File: src/rtl/bmf_pkg.sv
// Package for the 2-D box mean filter: constants, payload and queue types.
// Used by every module under rtl/ except bmf_ram.
`default_nettype none
package bmf_pkg;

    // Sizing limits
    localparam int MAX_KERNEL = 7;
    localparam int MAX_WIDTH  = 1024;
    localparam int MAX_HEIGHT = 1024;

    localparam int PIX_W   = 8;
    localparam int MEAN_W  = 16;
    localparam int SCALE_W = 16;
    localparam int FRAC_SHIFT = 8;
    localparam logic [MEAN_W-1:0] MEAN_MAX = '1;

    // Config field widths
    localparam int KSZ_W = 3;
    localparam int DIM_W = 11;

    // Derived widths
    localparam int CW    = $clog2(MAX_WIDTH);
    localparam int RW    = $clog2(MAX_HEIGHT);
    localparam int DN_W  = $clog2(MAX_KERNEL / 2 + 1);
    localparam int DLY_W = $clog2((MAX_KERNEL / 2) * (MAX_WIDTH + 1) + 1);
    localparam int POS_W = DIM_W + 1;
    localparam int LB_W  = (MAX_KERNEL - 1) * PIX_W;
    localparam int CSUM_W = $clog2(MAX_KERNEL * 255 + 1);
    localparam int SUM_W  = $clog2(MAX_KERNEL * MAX_KERNEL * 255 + 1);
    localparam int PROD_W = SUM_W + SCALE_W;

    // Front/back queue
    localparam int QDEPTH = 4;
    localparam int QAW    = $clog2(QDEPTH);
    localparam int QCW    = $clog2(QDEPTH + 1);

    // Configuration register indexes
    typedef enum logic [1:0] {
        REG_KERNEL = 2'd0,
        REG_WIDTH  = 2'd1,
        REG_HEIGHT = 2'd2,
        REG_SCALE  = 2'd3
    } cfg_reg_t;

    typedef struct packed {
        logic             op;
        logic [PIX_W-1:0] pixel;
    } pix_t;

    typedef struct packed {
        logic [MEAN_W-1:0] mean_value;
        logic              last;
    } res_t;

    // Clamped geometry handed to the front
    typedef struct packed {
        logic [KSZ_W-1:0] k;
        logic [DN_W-1:0]  down;
        logic [DIM_W-1:0] w;
        logic [DIM_W-1:0] h;
        logic [DLY_W-1:0] delay;
    } geom_t;

    // One column of the window, entry 0 is the newest row
    typedef logic [MAX_KERNEL-1:0][PIX_W-1:0] col_t;

    typedef struct packed {
        col_t                  column;
        logic [MAX_KERNEL-1:0] row_mask;
        logic [MAX_KERNEL-1:0] col_mask;
        logic                  emit;
        logic                  last;
    } qent_t;

endpackage
`default_nettype wire

File: src/rtl/bmf_queue.sv
// Short FIFO between front and back of the box mean filter.
// Uses bmf_pkg.
`default_nettype none
module bmf_queue (
    input  logic                  clk,
    input  logic                  rst_n,
    input  logic                  push,
    input  bmf_pkg::qent_t        wdata,
    input  logic                  pop,
    output bmf_pkg::qent_t        rdata,
    output logic [bmf_pkg::QCW-1:0] count
);
    import bmf_pkg::*;

    qent_t           slots [QDEPTH];
    logic [QAW-1:0]  wr_ptr_reg, rd_ptr_reg;
    logic [QCW-1:0]  count_reg;

    always_ff @(posedge clk or negedge rst_n)
    begin
        if (!rst_n)
        begin
            wr_ptr_reg <= '0;
            rd_ptr_reg <= '0;
            count_reg  <= '0;
        end
        else
        begin
            if (push)
            begin
                wr_ptr_reg <= wr_ptr_reg + QAW'(1);
            end
            if (pop)
            begin
                rd_ptr_reg <= rd_ptr_reg + QAW'(1);
            end
            count_reg <= count_reg + QCW'(push) - QCW'(pop);
        end
    end

    always_ff @(posedge clk)
    begin
        if (push)
        begin
            slots[wr_ptr_reg] <= wdata;
        end
    end

    assign rdata = slots[rd_ptr_reg];
    assign count = count_reg;

endmodule
`default_nettype wire

File: config.mk
export PLATFORM = sky130hd
export DESIGN_NAME = bmf_queue
export DESIGN_NICKNAME = d
export VERILOG_FILES = /design/src/rtl/bmf_pkg.sv /design/src/rtl/bmf_queue.sv
export SDC_FILE = /design/constraint.sdc
export NUM_CORES = 1
export LEC_CHECK = 0
export BUFFER_PORTS_ARGS = -buffer_cell sky130_fd_sc_hd__buf_2
export CAP_MARGIN = 20
export CORE_MARGIN = 2
export CORE_UTILIZATION = 30
export CTS_CLUSTER_SIZE = 20
export DETAILED_ROUTE_END_ITERATION = 8
export SKIP_LAST_GASP = 1
export SLEW_MARGIN = 5
export SYNTH_ARGS = -nofsm -noshare
export SYNTH_HDL_FRONTEND = slang
export SYNTH_SLANG_ARGS = --single-unit
File: constraint.sdc
create_clock -name clk -period 5.1 [get_ports clk]
set_clock_uncertainty 0.05 [all_clocks]
set_input_delay 1.53 -clock clk [delete_from_list [all_inputs] [get_ports clk]]
set_output_delay 1.53 -clock clk [all_outputs]
set_load 0.005 [all_outputs]
==> impl_metrics.yaml <==
timing:
  tns_ns: 0
  timing.slew.headroom: 0.569
  hold_viol_final: 0
  finalSetupViolations: 0
  finalCriticalPeriod_ns: 3.99
  rsz0062_at_grt: "false"
  slew_violations: 0
  period_share: 0.781
  clock.fmax_mhz: 251
  setup_ws_ns: 1.11
  tightest_slew_ns: 0.646
power:
  swShare: 0.272
  powerDensity_nw_per_um2: 554
  clock_power_share: 0.272
  p_switching_mw: 1.96
  p_int_mw: 5.25
  combPwrFrac: 0.259
  power_frac_seq: 0.469
  vdd_drop_max_mv: 0.395
  power_leakage_nw: 4.40
synth:
  synth_top_area_frac: 0.803
  synth_common_cells: "edfxtp_1 (288), mux4_2 (72), buf_2 (8)"
  synth_most_common_cell: "edfxtp_1"
  synth_cell_types: 14
  synth.cell_area_um2: 10800
  avgSynthCellArea_um2: 26.4
  synth_edf_count: 288
  ys.flop_type: "edfxtp_1"
  synthTopCellsByArea: "edfxtp_1 (80%), mux4_2 (15%), dfrtp_1 (1.6%)"
  synthesis.instances: 408
  synth_seq_area_share: 0.819
  yosysTopAreaCell: "edfxtp_1"
  ys_ff_latch: 295
  synth.net_count: 491
  ys_warn_count: 0
  ys_async_sr_fraction: 0.0237
critical_path:
  ff2ff_setup_slack_ns: 3.14
  worst_ep_arrival_time_ns: 2.41
  criticalPathCategory: "reg2out"
  crit_required_ns: 3.52
  critPathBufInv: 2
  r2r-end: "slots[0][37]$_DFFE_PP_"
  end_kind: "primary output"
  reg2regPathDepth: 4
  r2r_start: "wr_ptr_reg[0]$_DFFE_PN0P_"
  cpPeakStageDelay_ns: 0.66
  start_kind: "flop"
  path_cells: "buf_4, mux4_2, buf_2"
  cp_max_fo: 22
  crit_family: "flip-flops"
  cpMaxStageDelayCell: "dfrtp_4"
final_layout:
  final_area_um2: 13000
  seq_area_um2: 8830
  finish.net_count: 664
  largest_reg_flops: 288
  multiInputGateArea_um2: 1810
  fillers: 3222
  area_growth_syn_to_layout_pct: 20.9
  drive_gt1_frac: 0.455
  finalNonFillerCells: 1066
placed_design:
  io_buffers: 150
  dp.cells: 1005
  gp_congestion: 0.675
  dpl_cell_area_um2: 12000
  place_ws_ns: 1.61
  place_hpwl_um: 11300
routing:
  firstDrtPassIters: 4
  route.vias.total: 4741
  wirelength_um: 20000
  drt-wirelength-per-cell_um: 18.7
  drtIter0Drc: 243
  post-route-drc-count: 0
  ant_nets: 0
  routed_via_density: 4.45
die:
  ioPinCount: 151
  core.rowCount: 69
  die_w_um: 193
  coreArea_um2: 35500
  start_util: 0.304
  die_height_um: 193
  die_area_um2: 37400
cts:
  cts_resized: 0
  cts.path.max_buffers: 3
  cts_max_level: 1
  insertion_delay_ns: 0.55
  ctsHoldBuffers: 0
  clock_sinks: 295
  path_clk_slew_ns: 0.06
  cts_buffers: 30
  postCtsSetupBuffers: 0
  clockRootBuffer: "clkbuf_16"
  cts_tree: "built"
flow_run:
  cap_violations: 0
grt:
  grt_max_degree: 74
  first_global_vias: 5513
  overflow: 0
  grt_pass1_wl_um: 31500
  track_usage: 0.106
  antenna_found_initial: 2
hold_path:
  holdPathStages: 1
  hp-class: "reg2reg"
  min_from: "wr_ptr_reg[0]$_DFFE_PN0P_"
  hold_end: "wr_ptr_reg[0]$_DFFE_PN0P_"
outcome:
  outcome: "finished, final reports clean"
kinds of logic (layout without fill, tap and decap cells):
family / Yosys count / after routing / synth area share
DFF: 295 / 295 / 0.819
xor gates and xnor gates: 5 / 5 / 0.00407
adders and majority gates: 7 / 7 / 0.00883
AOI/OAI and AO/OA: 1 / 1 / 0.000464
buffers and inverters: 22 / 218 / 0.0138
and+or+nand+nor: 6 / 6 / 0.00302
other: 0 / 1 / 0
muxes: 72 / 72 / 0.151
how the worst max path moves through the flow:
stage	from	endpoint	slack (ns)	cells past startpoint
5_1_grt	rd_ptr_reg[0]$_DFFE_PN0P_	rdata[35]	0.92	3
3_5_place_dp	rd_ptr_reg[0]$_DFFE_PN0P_	rdata[40]	1.61	3
3_3_place_gp	rd_ptr_reg[0]$_DFFE_PN0P_	rdata[60]	1.63	3
2_1_floorplan	push	slots[0][0]$_DFFE_PP_	1.40	1
6_report	rd_ptr_reg[0]$_DFFE_PN0P_	rdata[40]	1.11	3
4_1_cts	rd_ptr_reg[0]$_DFFE_PN0P_	rdata[40]	1.0	3
layer usage:
metal,wire length [µm],vias up,global-route usage
met5,13,-,0
met2,10300,115,0.192
met4,601,2,0.0325
met1,8190,2482,0.127
li1,-,2108,-
met3,884,34,0.0239
final cells by class:
class | count | share of cell area
multi-input cells | 91 | 0.139
clock inverters | 18 | 0.00653
flip-flops and latches | 295 | 0.678
inverters | 6 | 0.00173
diodes | 1 | 0.000192
repair buffers | 157 | 0.0692
clock buffers | 37 | 0.0613
well taps | 461 | 0.0443
per-stage QoR:
step                total power [mW]  utilization  hold slack, ns
finish                          7.21        0.367           0.487
global route                    7.59        0.367           0.493
CTS                             7.33        0.364           0.485
detailed placement              5.34        0.339           0.475
global placement                5.25        0.339           0.459
floorplan                       4.58            -           0.444
power groups by stage:
| stage | combinational (mW) | clock [mW] | sequential, mW |
|---|---|---|---|
| after floorplan | 1.26 | 0 | 3.32 |
| after global placement | 1.77 | 0 | 3.48 |
| after detailed placement | 1.82 | 0 | 3.52 |
| after CTS | 1.83 | 2.03 | 3.47 |
| after global routing | 2.04 | 2.12 | 3.43 |
| final | 1.87 | 1.96 | 3.38 |
cell usage in the layout, fill, tap and decap left out, drive strengths merged:
cell type  Yosys  routed
dfrtp          7       7
clkbuf         0      37
clkinv         0      17
buf           16     157
clkinvlp       0       1
xor2           2       2
inv            6       6
diode          0       1
and2           4       4
ha             6       6
mux4          72      72
fa             1       1
edfxtp       288     288
xnor2          3       3
o21ai          1       1
nand2          2       2
worst reg2reg max path: cells and delay by family, from the launching register on:
| kind | cells | cell delay (ns) |
|---|---|---|
| DFF | 1 | 0.42 |
| and+or+nand+nor | 1 | 0.54 |
| adders and majority gates | 1 | 0.14 |
| buffers and inverters | 2 | 0.41 |
Note: power is estimated with default switching activity, not from simulation.
