### src/rtl/bmf_pkg.sv
// Package for the 2-D box mean filter: constants, payload and queue types.
// Used by every module under rtl/ except bmf_ram.
`default_nettype none
package bmf_pkg;

    // Sizing limits
    localparam int MAX_KERNEL = 7;
    localparam int MAX_WIDTH  = 1024;
    localparam int MAX_HEIGHT = 1024;

    localparam int PIX_W   = 8;
    localparam int MEAN_W  = 16;
    localparam int SCALE_W = 16;
    localparam int FRAC_SHIFT = 8;
    localparam logic [MEAN_W-1:0] MEAN_MAX = '1;

    // Config field widths
    localparam int KSZ_W = 3;
    localparam int DIM_W = 11;

    // Derived widths
    localparam int CW    = $clog2(MAX_WIDTH);
    localparam int RW    = $clog2(MAX_HEIGHT);
    localparam int DN_W  = $clog2(MAX_KERNEL / 2 + 1);
    localparam int DLY_W = $clog2((MAX_KERNEL / 2) * (MAX_WIDTH + 1) + 1);
    localparam int POS_W = DIM_W + 1;
    localparam int LB_W  = (MAX_KERNEL - 1) * PIX_W;
    localparam int CSUM_W = $clog2(MAX_KERNEL * 255 + 1);
    localparam int SUM_W  = $clog2(MAX_KERNEL * MAX_KERNEL * 255 + 1);
    localparam int PROD_W = SUM_W + SCALE_W;

    // Front/back queue
    localparam int QDEPTH = 4;
    localparam int QAW    = $clog2(QDEPTH);
    localparam int QCW    = $clog2(QDEPTH + 1);

    // Configuration register indexes
    typedef enum logic [1:0] {
        REG_KERNEL = 2'd0,
        REG_WIDTH  = 2'd1,
        REG_HEIGHT = 2'd2,
        REG_SCALE  = 2'd3
    } cfg_reg_t;

    typedef struct packed {
        logic             op;
        logic [PIX_W-1:0] pixel;
    } pix_t;

    typedef struct packed {
        logic [MEAN_W-1:0] mean_value;
        logic              last;
    } res_t;

    // Clamped geometry handed to the front
    typedef struct packed {
        logic [KSZ_W-1:0] k;
        logic [DN_W-1:0]  down;
        logic [DIM_W-1:0] w;
        logic [DIM_W-1:0] h;
        logic [DLY_W-1:0] delay;
    } geom_t;

    // One column of the window, entry 0 is the newest row
    typedef logic [MAX_KERNEL-1:0][PIX_W-1:0] col_t;

    typedef struct packed {
        col_t                  column;
        logic [MAX_KERNEL-1:0] row_mask;
        logic [MAX_KERNEL-1:0] col_mask;
        logic                  emit;
        logic                  last;
    } qent_t;

endpackage
`default_nettype wire

### src/rtl/bmf_back.sv
// Back end: window registers, masked sum tree, scale multiply, output word.
// Uses bmf_pkg.
`default_nettype none
module bmf_back (
    input  logic                    clk,
    input  logic                    rst_n,
    input  logic [bmf_pkg::QCW-1:0] q_count,
    input  bmf_pkg::qent_t          q_data,
    output logic                    pop,
    input  logic [bmf_pkg::SCALE_W-1:0] scale_recip,
    output logic                    res_valid,
    input  logic                    res_stall,
    output bmf_pkg::res_t           res
);
    import bmf_pkg::*;

    logic                  en;
    col_t                  win_reg [MAX_KERNEL];
    logic                  s1_valid_reg, s1_emit_reg, s1_last_reg;
    logic [MAX_KERNEL-1:0] s1_row_mask_reg, s1_col_mask_reg;
    logic [CSUM_W-1:0]     s2_colsum_reg [MAX_KERNEL];
    logic [CSUM_W-1:0]     colsum [MAX_KERNEL];
    logic                  s2_valid_reg, s2_last_reg;
    logic [MAX_KERNEL-1:0] s2_col_mask_reg;
    logic [SUM_W-1:0]      total;
    logic [SUM_W-1:0]      s3_sum_reg;
    logic                  s3_valid_reg, s3_last_reg;
    logic [PROD_W-1:0]     prod;
    logic [PROD_W-FRAC_SHIFT-1:0] mean_wide;
    logic [MEAN_W-1:0]     mean_sat;
    logic                  out_valid_reg;
    res_t                  out_reg;

    // Whole back pipeline moves unless the output word is held
    assign en  = !out_valid_reg || !res_stall;
    assign pop = en && (q_count != '0);

    // Row sums per window column
    always_comb
    begin
        for (int d = 0; d < MAX_KERNEL; d++)
        begin
            colsum[d] = '0;
            for (int j = 0; j < MAX_KERNEL; j++)
            begin
                colsum[d] = colsum[d]
                    + (s1_row_mask_reg[j] ? CSUM_W'(win_reg[d][j]) : CSUM_W'(0));
            end
        end
    end

    // Column total
    always_comb
    begin
        total = '0;
        for (int d = 0; d < MAX_KERNEL; d++)
        begin
            total = total + (s2_col_mask_reg[d] ? SUM_W'(s2_colsum_reg[d]) : SUM_W'(0));
        end
    end

    // Scale and saturate
    assign prod      = PROD_W'(s3_sum_reg) * PROD_W'(scale_recip);
    assign mean_wide = prod[PROD_W-1:FRAC_SHIFT];
    assign mean_sat  = (mean_wide > (PROD_W-FRAC_SHIFT)'(MEAN_MAX)) ? MEAN_MAX
                                                                 : mean_wide[MEAN_W-1:0];

    always_ff @(posedge clk or negedge rst_n)
    begin
        if (!rst_n)
        begin
            s1_valid_reg  <= 1'b0;
            s2_valid_reg  <= 1'b0;
            s3_valid_reg  <= 1'b0;
            out_valid_reg <= 1'b0;
        end
        else if (en)
        begin
            s1_valid_reg  <= pop;
            s2_valid_reg  <= s1_valid_reg && s1_emit_reg;
            s3_valid_reg  <= s2_valid_reg;
            out_valid_reg <= s3_valid_reg;
        end
    end

    always_ff @(posedge clk)
    begin
        if (en)
        begin
            // window shift on every popped word
            if (pop)
            begin
                win_reg[0] <= q_data.column;
                for (int d = 1; d < MAX_KERNEL; d++)
                begin
                    win_reg[d] <= win_reg[d-1];
                end
                s1_emit_reg     <= q_data.emit;
                s1_last_reg     <= q_data.last;
                s1_row_mask_reg <= q_data.row_mask;
                s1_col_mask_reg <= q_data.col_mask;
            end
            for (int d = 0; d < MAX_KERNEL; d++)
            begin
                s2_colsum_reg[d] <= colsum[d];
            end
            s2_col_mask_reg    <= s1_col_mask_reg;
            s2_last_reg        <= s1_last_reg;
            s3_sum_reg         <= total;
            s3_last_reg        <= s2_last_reg;
            out_reg.mean_value <= mean_sat;
            out_reg.last       <= s3_last_reg;
        end
    end

    assign res_valid = out_valid_reg;
    assign res       = out_reg;

endmodule
`default_nettype wire

### config.mk
export PLATFORM = sky130hd
export DESIGN_NAME = bmf_back
export DESIGN_NICKNAME = d
export VERILOG_FILES = /design/src/rtl/bmf_pkg.sv /design/src/rtl/bmf_back.sv
export SDC_FILE = /design/constraint.sdc
export NUM_CORES = 2
export LEC_CHECK = 0
export BUFFER_PORTS_ARGS = -buffer_cell sky130_fd_sc_hd__buf_4
export CAP_MARGIN = 30
export CORE_UTILIZATION = 40
export DETAILED_ROUTE_END_ITERATION = 6
export HOLD_SLACK_MARGIN = 0.03
export PLACE_DENSITY = 0.62
export SLEW_MARGIN = 0
export SYNTH_ARGS = -nofsm -noshare
export SYNTH_HDL_FRONTEND = slang
export SYNTH_SLANG_ARGS = --single-unit
### constraint.sdc
create_clock -name clk -period 43.2 [get_ports clk]
set_input_delay 8.64 -clock clk [delete_from_list [all_inputs] [get_ports clk]]
set_output_delay 8.64 -clock clk [all_outputs]
set_load 0.01 [all_outputs]
==> impl_results.md <==
- Area fraction of the dominant cell type after synthesis: about 44%
- Resized Gates After CTS: 0
- Startpoint class of the critical path: primary input
- # IOs: between 100 and 150
- Initial antenna violation count: 0
- Core ar.: 0.0885 sq mm
- Synthesized cell area: 0.0358 sq mm
- Crit Path Max Fanout: 5
- CTS Hold Bufs: 0
- Largest net degree at the start of global routing: between 150 and 200
- Nets: between 3000 and 4000
- Htree depth: 2
- Later-pin clock latency in the skew report: roughly 0.64 ns
- Crit end category: output pin
- Via density: about 4.8
- Crit path DAT: around 9.5 ns
- Failing checks: design-rule violations
- GRT Total Usage: ~17%
- DRT antenna net count: 0
- DR iter-0 viols: ~1100
- IO Port Bufs: 112
- Detailed Place HPWL: between 50000 and 60000 microns
- Syn nets: 3596
- First-pass GRT wire length: roughly 120000 microns
- RSZ-0062 raised after global routing: false
- FMAX: 55.0 MHz
- Outcome: finished with violations
- Tightest Pin Transition: approximately 0.97 ns
- Root Driver: clkbuf_16
- Post-Route Setup TNS: 0 ns
- Wire per inst: roughly 18 microns
- Largest cells by area after synthesis: edfxtp_1 44%, fa_1 27%, ha_1 7.0%
- Reg-to-Reg End: res[14]
- Yosys reg bits: between 500 and 600
- CTS Buf Count: between 50 and 60
- Clock skew: 0.0590 ns
- Register area: between 0.015 and 0.02 sq mm
- Period utilization: a little over two fifths
- CP required: approximately 35 ns
- CTS tree: yes
- GR Overflow Total: 0
- Sequential-to-total area share from yosys stat: between 40 and 50%
- R2R cell count: 20
- Postcts setup bufs: 0
- Chip width: approximately 300 microns
- DIE AREA: a little over 0.09 sq mm
- Critical path type: in -> out
- # fillers: roughly 8100
- Layout cell share with drive strength beyond 1: roughly 7.5%
- Minimum clock period after layout: 18.18 ns
- Max Slew Vio Count: 0
- Initial Util: 40.4%
- Post-Synthesis Cells: 2820
- P&R area growth vs syn: 11.3%
- Max reg flops: slightly below 400
- Vias: 19800
- Placer Congestion: slightly above 0.8
- Drt pass-1 iters: 7
- Reg-to-reg slack, setup: between 30 and 40 ns
- Final setup violation count: 0
- Netlist cell types: 49
- Post-synth EDFFs: approximately 530
- Synth warn: 0
- Die Span Y: around 300 microns
- Final wirelength: ~72000 microns
- Multi-input gate area: approximately 0.018 sq mm
- Async SR Flop Fraction: less than 1%
- Worst R2R Start: s3_sum_reg[3]
- HP Start: s1_col_mask_reg[2]
- Synth Flop Type: edfxtp_1
- Syn Area/Cell: 12.7 sq um
- Final Hold Fails: 0
- Rows: ~110
- Hold Path Stages: 0
- Hold EP: s2_col_mask_reg[2]
- Clock sinks: approximately 530
- Remaining DRCs: 18
- Top cell type by total area after synthesis: edfxtp_1
- Min-delay worst type: reg -> reg
- Max-Cap Viols: 0
- Slew HR: about 35%
- Max clock buf depth: 3
- Clk pin slew, worst setup/hold paths: around 0.060 ns
- Vias in the first global route: between 20000 and 25000
-- per-layer routing --
metal	GRT usage (%)	wire length, microns
met1	21.2	30600
met2	30.0	37600
met3	1.94	3100
met4	3.77	1120
met5	0	0
-- cells in the final DEF, fill, tap and decap left out, types with 16 or more instances in the layout --
cell type  count
nor2_1        25
xor2_1        16
ha_1         199
clkinv_1      17
edfxtp_1     525
fa_1         483
clkbuf_16     58
a21oi_1       80
xnor2_1       64
nand2_1      449
o21bai_1      33
buf_4        123
a21o_1        21
and2_1       273
nand3_1       26
inv_1        454
o21ai_0       20
-- final cells by class --
class / instances / share of cell area, %
multi-input combinational: 1754 / 45.0
sequential: 529 / 39.8
inverter: 454 / 4.28
clock buffer: 67 / 3.73
tap: 1165 / 3.66
timing repair buffer: 127 / 2.56
clock inverter: 39 / 0.952
antenna: 1 / 0.00628
-- cells by family after synthesis --
family | Yosys count | share of synthesized area, %
and+or+nand+nor | 800 | 10.6
adders and majority gates | 682 | 34.0
buffers and inverters | 537 | 5.66
DFF | 529 | 44.3
AOI/OAI and AO/OA | 190 | 3.43
xor gates and xnor gates | 80 | 1.96
muxes | 2 | 0.0629
-- metrics by stage --
stage	area [sq um]	cells	hold slack, ns	setup slack, ns	utilization [%]
CTS	39800	4134	0.414	24.99	45.0
global placement	37900	4027	0.404	24.99	42.8
finish	39800	4136	0.415	25.02	45.0
detailed placement	37900	4028	0.405	24.99	42.9
floorplan	35800	2820	0.400	6.16	-
global route	39800	4135	0.424	24.91	45.0
-- cells in the mapped netlist, drive strengths merged, types with 4 or more instances --
cell and n:
edfxtp 525, fa 483, inv 454, nand2 450, and2 273, ha 199, a21oi 81, clkbuf 80
xnor2 64, o21bai 33, nand3 26, nor2 25, a21o 21, o21ai 20, xor2 16, a211oi 7
nor3 6, a211o 4, dfrtp 4, nand2b 4, o211ai 4, o21a 4, o22ai 4
-- worst max-delay path by stage --
stage	start	to	slack, ns	cells past startpoint
CTS	q_count[1]	pop	24.99	4
global placement	res_stall	pop	24.99	3
floorplan	q_count[1]	pop	6.16	2
global route	q_count[1]	pop	24.91	4
detailed placement	q_count[1]	pop	24.99	4
finish	q_count[1]	pop	25.02	4
-- worst max-delay path: stages --
cell     delay [ns]
buf_4          0.11
nor3_1         0.39
a21oi_4        0.18
buf_4          0.20
Power is left out: the tool's default activity adds up to more than one toggle a clock period on the data nets, which glitch-free logic cannot reach.
